<file path="src/hdl/cic_pkg.sv">
// Shared types, codes and helper functions for the cascaded interrupt controller.
// No dependencies; imported by cic_engine and the top level.
`default_nettype none

package cic_pkg;

    // Command codes carried by each input beat
    typedef enum logic [2:0] {
        CMD_RAISE = 3'd0,
        CMD_LOWER = 3'd1,
        CMD_ACK   = 3'd2,
        CMD_WRITE = 3'd3,
        CMD_READ  = 3'd4
    } cmd_t;

    // Initialisation sequence position, one-hot
    typedef enum logic [3:0] {
        INIT_IDLE = 4'b0001,
        INIT_ICW2 = 4'b0010,
        INIT_ICW3 = 4'b0100,
        INIT_ICW4 = 4'b1000
    } init_t;

    localparam int unsigned NUM_CHIPS    = 2;
    localparam int unsigned CHIP_MASTER  = 0;
    localparam int unsigned CHIP_SLAVE   = 1;
    localparam logic [2:0]  CASCADE_LINE = 3'd2;

    localparam logic [7:0] MASK_RESET_MASTER = 8'hB8;
    localparam logic [7:0] MASK_RESET_SLAVE  = 8'hFF;
    localparam logic [4:0] BASE_RESET_MASTER = 5'(8'h08 >> 3);
    localparam logic [4:0] BASE_RESET_SLAVE  = 5'(8'h70 >> 3);

    // Command byte decode fields
    localparam int unsigned ICW1_BIT     = 4;
    localparam int unsigned OCW3_BIT     = 3;
    localparam int unsigned OCW3_RR_BIT  = 1;
    localparam logic [2:0]  OCW2_NS_EOI  = 3'b001;
    localparam logic [2:0]  OCW2_SP_EOI  = 3'b011;

    typedef struct packed {
        cmd_t       command;
        logic [3:0] irq_line;
        logic       chip_select;
        logic       reg_select;
        logic [7:0] write_data;
    } cic_item_t;

    typedef struct packed {
        logic [7:0] read_data;
        logic       vector_valid;
        logic [7:0] vector;
    } cic_result_t;

    // Lowest set bit: bit 3 flags an empty byte, bits 2:0 give the index
    function automatic logic [3:0] lowest_set(input logic [7:0] v);
        logic [3:0] r;
        r = 4'b1000;
        for (int i = 7; i >= 0; i--) begin
            if (v[i]) begin
                r = {1'b0, 3'(i)};
            end
        end
        return r;
    endfunction

    // Bits 0 up to and including idx
    function automatic logic [7:0] upto_mask(input logic [2:0] idx);
        logic [7:0] r;
        for (int i = 0; i < 8; i++) begin
            r[i] = (3'(i) <= idx);
        end
        return r;
    endfunction

endpackage

`default_nettype wire

</file>
<file path="src/hdl/cascaded_interrupt_controller_top.sv">
// Top level of the cascaded master/slave interrupt controller: stream handshake,
// input and result registers. Depends on cic_pkg and cic_engine.
//
//  channel | dir | tdata                                 | tuser
//  --------+-----+---------------------------------------+-------------------------------
//  s_*     | in  | [3:0] irq_line, [11:4] write_data     | [2:0] command, [3] chip_select,
//          |     |                                       | [4] reg_select
//  m_*     | out | [7:0] read_data, [15:8] vector        | [0] vector_valid
//
// One beat per cycle sustained while m_tready is high; each beat passes through the input
// register and then the result register onto m_*, with the priority encode and state
// update between the two registers. Every input beat yields exactly one output beat.
// A stalled m_tready holds the result register; the input register keeps taking a
// beat until it too is full. Reset is asynchronous, active low, and loads the
// power-on masks and vector bases.
`default_nettype none

module cascaded_interrupt_controller_top (
    input  wire        clk,
    input  wire        rst_n,
    input  wire        s_tvalid,
    output logic       s_tready,
    input  wire [15:0] s_tdata,   // [3:0] irq_line, [11:4] write_data, [15:12] zero
    input  wire [4:0]  s_tuser,   // [2:0] command, [3] chip_select, [4] reg_select
    output logic       m_tvalid,
    input  wire        m_tready,
    output logic [15:0] m_tdata,  // [7:0] read_data, [15:8] vector
    output logic       m_tuser    // [0] vector_valid
);
    import cic_pkg::*;

    cic_item_t   item_reg;
    logic        in_valid_reg;
    logic        in_valid_next;
    cic_result_t res_reg;
    cic_result_t res_next;
    logic        out_valid_reg;
    logic        out_valid_next;
    logic        s_accept;
    logic        advance;

    // Handshake: the input register drains whenever the result register is free
    assign advance  = in_valid_reg && (!out_valid_reg || m_tready);
    assign s_tready = !in_valid_reg || advance;
    assign s_accept = s_tvalid && s_tready;

    assign in_valid_next  = s_accept || (in_valid_reg && !advance);
    assign out_valid_next = advance || (out_valid_reg && !m_tready);

    cic_engine u_engine (
        .clk    (clk),
        .rst_n  (rst_n),
        .fire   (advance),
        .item   (item_reg),
        .result (res_next)
    );

    // Hold valid flags
    always_ff @(posedge clk or negedge rst_n)
    begin
        if (!rst_n) begin
            in_valid_reg  <= 1'b0;
            out_valid_reg <= 1'b0;
        end else begin
            in_valid_reg  <= in_valid_next;
            out_valid_reg <= out_valid_next;
        end
    end

    // Capture the input beat and the result
    always_ff @(posedge clk)
    begin
        if (s_accept) begin
            item_reg.command     <= cmd_t'(s_tuser[2:0]);
            item_reg.chip_select <= s_tuser[3];
            item_reg.reg_select  <= s_tuser[4];
            item_reg.irq_line    <= s_tdata[3:0];
            item_reg.write_data  <= s_tdata[11:4];
        end
        if (advance) begin
            res_reg <= res_next;
        end
    end

    assign m_tvalid = out_valid_reg;
    assign m_tdata  = {res_reg.vector, res_reg.read_data};
    assign m_tuser  = res_reg.vector_valid;

endmodule

`default_nettype wire

</file>
<file path="src/hdl/cic_engine.sv">
// Register file and combinational command logic for the master/slave controller pair.
// Depends on cic_pkg; instantiated by cascaded_interrupt_controller_top.
`default_nettype none

module cic_engine (
    input  wire                  clk,
    input  wire                  rst_n,
    input  wire                  fire,
    input  cic_pkg::cic_item_t   item,
    output cic_pkg::cic_result_t result
);
    import cic_pkg::*;

    logic [7:0] mask_reg [NUM_CHIPS];
    logic [7:0] mask_next [NUM_CHIPS];
    logic [7:0] request_reg [NUM_CHIPS];
    logic [7:0] request_next [NUM_CHIPS];
    logic [7:0] service_reg [NUM_CHIPS];
    logic [7:0] service_next [NUM_CHIPS];
    logic [4:0] base_reg [NUM_CHIPS];
    logic [4:0] base_next [NUM_CHIPS];
    init_t      step_reg [NUM_CHIPS];
    init_t      step_next [NUM_CHIPS];
    logic       icw4_reg [NUM_CHIPS];
    logic       icw4_next [NUM_CHIPS];
    logic       rsel_reg [NUM_CHIPS];
    logic       rsel_next [NUM_CHIPS];

    logic [3:0] master_pick;
    logic [3:0] slave_pick;
    logic       master_blocked;
    logic [3:0] eoi_pick [NUM_CHIPS];

    // Priority resolution on current state
    assign master_pick    = lowest_set(request_reg[CHIP_MASTER] & ~mask_reg[CHIP_MASTER]);
    assign slave_pick     = lowest_set(request_reg[CHIP_SLAVE] & ~mask_reg[CHIP_SLAVE]);
    assign master_blocked = |(service_reg[CHIP_MASTER] & upto_mask(master_pick[2:0]));
    assign eoi_pick[CHIP_MASTER] = lowest_set(service_reg[CHIP_MASTER]);
    assign eoi_pick[CHIP_SLAVE]  = lowest_set(service_reg[CHIP_SLAVE]);

    // Next state and result for the beat in the input register
    always_comb
    begin
        for (int c = 0; c < NUM_CHIPS; c++) begin
            mask_next[c]    = mask_reg[c];
            request_next[c] = request_reg[c];
            service_next[c] = service_reg[c];
            base_next[c]    = base_reg[c];
            step_next[c]    = step_reg[c];
            icw4_next[c]    = icw4_reg[c];
            rsel_next[c]    = rsel_reg[c];
        end
        result = '0;

        unique case (item.command)
            CMD_RAISE:
            begin
                if (!item.irq_line[3]) begin
                    request_next[CHIP_MASTER] = request_reg[CHIP_MASTER]
                                                | (8'b1 << item.irq_line[2:0]);
                end else begin
                    request_next[CHIP_SLAVE]  = request_reg[CHIP_SLAVE]
                                                | (8'b1 << item.irq_line[2:0]);
                    request_next[CHIP_MASTER] = request_reg[CHIP_MASTER]
                                                | (8'b1 << CASCADE_LINE);
                end
            end
            CMD_LOWER:
            begin
                if (!item.irq_line[3]) begin
                    request_next[CHIP_MASTER] = request_reg[CHIP_MASTER]
                                                & ~(8'b1 << item.irq_line[2:0]);
                end else begin
                    request_next[CHIP_SLAVE]  = request_reg[CHIP_SLAVE]
                                                & ~(8'b1 << item.irq_line[2:0]);
                end
            end
            CMD_ACK:
            begin
                if (!master_pick[3] && !master_blocked) begin
                    request_next[CHIP_MASTER] = request_reg[CHIP_MASTER]
                                                & ~(8'b1 << master_pick[2:0]);
                    if (master_pick[2:0] == CASCADE_LINE) begin
                        // Cascade: the slave supplies the vector, if it has one
                        if (!slave_pick[3]) begin
                            request_next[CHIP_SLAVE] = request_reg[CHIP_SLAVE]
                                                       & ~(8'b1 << slave_pick[2:0]);
                            service_next[CHIP_SLAVE] = service_reg[CHIP_SLAVE]
                                                       | (8'b1 << slave_pick[2:0]);
                            service_next[CHIP_MASTER] = service_reg[CHIP_MASTER]
                                                        | (8'b1 << CASCADE_LINE);
                            result.vector_valid = 1'b1;
                            result.vector = {base_reg[CHIP_SLAVE], slave_pick[2:0]};
                        end
                    end else begin
                        service_next[CHIP_MASTER] = service_reg[CHIP_MASTER]
                                                    | (8'b1 << master_pick[2:0]);
                        result.vector_valid = 1'b1;
                        result.vector = {base_reg[CHIP_MASTER], master_pick[2:0]};
                    end
                end
            end
            CMD_WRITE:
            begin
                for (int c = 0; c < NUM_CHIPS; c++) begin
                    if (item.chip_select == 1'(c)) begin
                        if (!item.reg_select) begin
                            // Command port: ICW1, OCW3 or OCW2
                            if (item.write_data[ICW1_BIT]) begin
                                step_next[c]    = INIT_ICW2;
                                mask_next[c]    = '0;
                                service_next[c] = '0;
                                request_next[c] = '0;
                                icw4_next[c]    = item.write_data[0];
                            end else if (item.write_data[OCW3_BIT]) begin
                                if (item.write_data[OCW3_RR_BIT]) begin
                                    rsel_next[c] = item.write_data[0];
                                end
                            end else if (item.write_data[7:5] == OCW2_NS_EOI) begin
                                if (!eoi_pick[c][3]) begin
                                    service_next[c] = service_reg[c]
                                                      & ~(8'b1 << eoi_pick[c][2:0]);
                                end
                            end else if (item.write_data[7:5] == OCW2_SP_EOI) begin
                                service_next[c] = service_reg[c]
                                                  & ~(8'b1 << item.write_data[2:0]);
                            end
                        end else begin
                            // Data port: advance the init sequence or load the mask
                            unique case (step_reg[c])
                                INIT_ICW2:
                                begin
                                    base_next[c] = item.write_data[7:3];
                                    step_next[c] = INIT_ICW3;
                                end
                                INIT_ICW3:
                                begin
                                    step_next[c] = icw4_reg[c] ? INIT_ICW4 : INIT_IDLE;
                                end
                                INIT_ICW4:
                                begin
                                    step_next[c] = INIT_IDLE;
                                end
                                default:
                                begin
                                    mask_next[c] = item.write_data;
                                end
                            endcase
                        end
                    end
                end
            end
            CMD_READ:
            begin
                if (!item.reg_select) begin
                    if (item.chip_select) begin
                        result.read_data = rsel_reg[CHIP_SLAVE] ? service_reg[CHIP_SLAVE]
                                                                : request_reg[CHIP_SLAVE];
                    end else begin
                        result.read_data = rsel_reg[CHIP_MASTER] ? service_reg[CHIP_MASTER]
                                                                 : request_reg[CHIP_MASTER];
                    end
                end else begin
                    result.read_data = item.chip_select ? mask_reg[CHIP_SLAVE]
                                                        : mask_reg[CHIP_MASTER];
                end
            end
            default:
            begin
                // Unused codes: no state change, zero result
            end
        endcase
    end

    // Commit state on each beat that leaves the input register
    always_ff @(posedge clk or negedge rst_n)
    begin
        if (!rst_n) begin
            mask_reg[CHIP_MASTER] <= MASK_RESET_MASTER;
            mask_reg[CHIP_SLAVE]  <= MASK_RESET_SLAVE;
            base_reg[CHIP_MASTER] <= BASE_RESET_MASTER;
            base_reg[CHIP_SLAVE]  <= BASE_RESET_SLAVE;
            for (int c = 0; c < NUM_CHIPS; c++) begin
                request_reg[c] <= '0;
                service_reg[c] <= '0;
                step_reg[c]    <= INIT_IDLE;
                icw4_reg[c]    <= 1'b0;
                rsel_reg[c]    <= 1'b0;
            end
        end else if (fire) begin
            for (int c = 0; c < NUM_CHIPS; c++) begin
                mask_reg[c]    <= mask_next[c];
                request_reg[c] <= request_next[c];
                service_reg[c] <= service_next[c];
                base_reg[c]    <= base_next[c];
                step_reg[c]    <= step_next[c];
                icw4_reg[c]    <= icw4_next[c];
                rsel_reg[c]    <= rsel_next[c];
            end
        end
    end

endmodule

`default_nettype wire
</file>
<file path="config.mk">
export PLATFORM = sky130hd
export DESIGN_NAME = cascaded_interrupt_controller_top
export DESIGN_NICKNAME = d
export VERILOG_FILES = /design/src/hdl/cic_pkg.sv /design/src/hdl/cascaded_interrupt_controller_top.sv /design/src/hdl/cic_engine.sv
export SDC_FILE = /design/constraint.sdc
export NUM_CORES = 1
export LEC_CHECK = 0
export BUFFER_PORTS_ARGS = -buffer_cell sky130_fd_sc_hd__buf_4
export CAP_MARGIN = 20
export CORE_ASPECT_RATIO = 1.2
export CORE_UTILIZATION = 30
export DETAILED_ROUTE_END_ITERATION = 7
export MAX_ROUTING_LAYER = met4
export PLACE_DENSITY = 0.44
export SLEW_MARGIN = 20
export SYNTH_ARGS = -nofsm -noshare
export SYNTH_HDL_FRONTEND = slang
export SYNTH_SLANG_ARGS = --single-unit
</file>
<file path="constraint.sdc">
create_clock -name clk -period 6.8 [get_ports clk]
set_input_delay 0.34 -clock clk [delete_from_list [all_inputs] [get_ports clk]]
set_output_delay 0.34 -clock clk [all_outputs]
set_load 0.005 [all_outputs]
</file>
==> flow_metrics.env <==
export IMPL_mostFrequentLayoutCell="nor2_1"
export IMPL_fmax_mhz=290
export IMPL_place_gp_congestion=0.896
export IMPL_diodes=0
export IMPL_syn_area_um2=6210
export IMPL_dpl_cell_area_um2=6760
export IMPL_fillers=2096
export IMPL_yosys_warnings=0
export IMPL_dp_cells=927
export IMPL_critical_path_arrival_ns=3.56
export IMPL_largest_reg_flops=17
export IMPL_via_count=5282
export IMPL_drc_errors=0
export IMPL_grt_antenna_before_repair=0
export IMPL_ys_flop_type="dfrtp_1"
export IMPL_drt_wl_total_um=20400
export IMPL_dr_pass1_iters=5
export IMPL_p_clk_share_pct=24.1
export IMPL_die_w_um=133
export IMPL_grt_use_total_pct=20.4
export IMPL_p_int_uw=1280
export IMPL_layout_nets=698
export IMPL_core_area_um2=20300
export IMPL_cts_max_level=3
export IMPL_syn_num_nets=668
export IMPL_grt_pass1_vias=5218
export IMPL_power_density_nw_per_um2=301
export IMPL_crit_path_start="u_engine.request_reg[12]"
export IMPL_setup_viol=0
export IMPL_clk_pin_slew_ns=0.08
export IMPL_sequentialPowerShare_pct=44.3
export IMPL_path_max_fanout=9
export IMPL_tightest_slew_ns=1.06
export IMPL_clock_path_buffers=2
export IMPL_cts_hold_buf=0
export IMPL_worst_r2r_setup_slack_ns=3.35
export IMPL_p_leak_uw=0.00266
export IMPL_cts_root_buf="clkbuf_16"
export IMPL_combPwrFrac_pct=31.6
export IMPL_ir_drop_mv=0.127
export IMPL_detail_route_iter0_violations=411
export IMPL_synth_edf_count=34
export IMPL_critical_path_class="register to register"
export IMPL_crit_reg2reg_capture="m_tdata[9]"
export IMPL_clock_skew_ns=0.0155
export IMPL_clock_sinks=106
export IMPL_ys_types=75
export IMPL_drive_gt1_share_pct=18.4
export IMPL_switching_share_pct=39.7
export IMPL_drv_slew=0
export IMPL_viasPerCell=5.60
export IMPL_num_rows=57
export IMPL_status="finished, final reports clean"
export IMPL_start_kind="register"
export IMPL_cts_setup_buffers=0
export IMPL_max_cap_violations=0
export IMPL_required_ns=6.91
export IMPL_cts_tree="built"
export IMPL_grt_start_max_net_pins=73
export IMPL_critPathCaptureType="register"
export IMPL_layout_common_cells="nor2_1 (60), a21oi_1 (57), dfrtp_1 (54)"
export IMPL_p_switching_uw=841
export IMPL_ff2ff_path_depth=7
export IMPL_final_cells=943
export IMPL_grt_overflow_total=0
export IMPL_stdcell_area_um2=7040
export IMPL_ys_ff_latch=106
export IMPL_syn_inst=643
export IMPL_io_pins=44
export IMPL_wl_per_cell_um=21.7
export IMPL_start_util_pct=30.6
export IMPL_insertion_delay_ns=0.36
export IMPL_slew_headroom_pct=28.3
export IMPL_port_buffers=39
export IMPL_antenna_left=0
export IMPL_hold_violations=0
export IMPL_hp_class="input port to async pin"
export IMPL_die_area_um2=21300
export IMPL_seq_area_frac_synth_pct=45.8
export IMPL_period_share_pct=50.7
export IMPL_crit_end="m_tdata[9]"
export IMPL_regToRegStartpoint="u_engine.request_reg[12]"
export IMPL_min_period_ns=3.45
export IMPL_tns_ns=0
export IMPL_die_height_um=160
export IMPL_cts_resized=0
export IMPL_grt_pass1_wl_um=31400
export IMPL_dp_hpwl_um=15500
export IMPL_rsz0062_at_grt="no"
export IMPL_ys_async_sr_fraction_pct=67.9
export IMPL_postSynthAreaPerCell_um2=9.65
export IMPL_cts_inserted_buffers=9
export IMPL_areaGrowthSynthToFinish_pct=13.4
-- kinds of logic (layout without fill, tap and decap cells) --
group                     Yosys count  after routing  synth area share [%]
and+or+nand+nor                   249            249                  20.9
DFF                               106            106                  45.8
muxes                              46             46                  7.96
buffers and inverters              46             81                  3.02
xor gates and xnor gates            2              2                 0.282
AOI/OAI and AO/OA                 194            194                  22.0
-- cells in the mapped netlist, drive strengths merged (8+ instances only) --
cell,number,area (um2)
mux2,27,304
edfxtp,34,1020
nor2b,27,176
inv,22,82.6
o21ai,34,170
nor2,60,225
nand3,21,105
dfrtp,54,1350
nand2b,26,163
a21oi,58,294
nor4,8,62.6
nand2,50,188
mux2i,19,190
a31oi,9,71.3
a211oi,21,163
buf,8,45.0
nor3,10,50.1
clkbuf,16,60.1
and2,10,62.6
dfstp,18,473
-- layout make-up --
type | instances | area (um2) | share of cell area [%]
Tap cell | 265 | 332 | 4.71
Sequential cell | 106 | 2850 | 40.4
Inverter | 22 | 82.6 | 1.17
Clock inverter | 6 | 51.3 | 0.729
Clock buffer | 10 | 229 | 3.25
Multi-Input combinational cell | 491 | 3180 | 45.1
Timing Repair Buffer | 43 | 323 | 4.58
-- power groups by stage --
stage               combinational [uW]  clock [uW]  sequential, uW
floorplan                          491           0             864
global placement                   661           0             944
detailed placement                 664           0             946
CTS                                667         520             934
global route                       738         544             950
finish                             669         511             938
-- through the flow --
stage | setup slack [ns] | utilization [%] | total power (uW) | hold slack, ns
5_1_grt | 3.21 | 34.8 | 2230 | 0.140
6_report | 3.35 | 34.8 | 2120 | 0.130
2_1_floorplan | 4.28 | - | 1350 | 0.0444
3_5_place_dp | 3.43 | 33.4 | 1610 | 0.491
3_3_place_gp | 3.46 | 33.4 | 1610 | 0.473
4_1_cts | 3.41 | 34.8 | 2120 | 0.140
-- critical path, cell delays in order (launching register included) --
cell	delay (ns)
dfrtp_1	0.44
nor2b_1	0.46
a211o_1	0.22
o2111ai_1	0.14
a22oi_1	0.55
and3_1	0.48
nand2_1	0.34
a311oi_1	0.57
-- metal layers --
layer,vias up,wire (um),track usage (%)
li1,2467,-,-
met1,2600,8540,24.5
met2,171,10100,33.2
met3,44,783,2.80
met4,0,970,10.6
met5,-,0,-
-- worst min path at each step --
stage,slack [ns],start,end
after CTS,0.14,s_tdata[0],item_reg[10]
after detailed placement,0.49,in_valid_reg,m_tvalid
after floorplan,0.04,rst_n,async pin
final,0.13,rst_n,u_engine.mask_reg[10]
after global placement,0.47,in_valid_reg,m_tvalid
after global routing,0.14,s_tdata[3],item_reg[13]
Note: power is estimated with default switching activity, not from simulation.
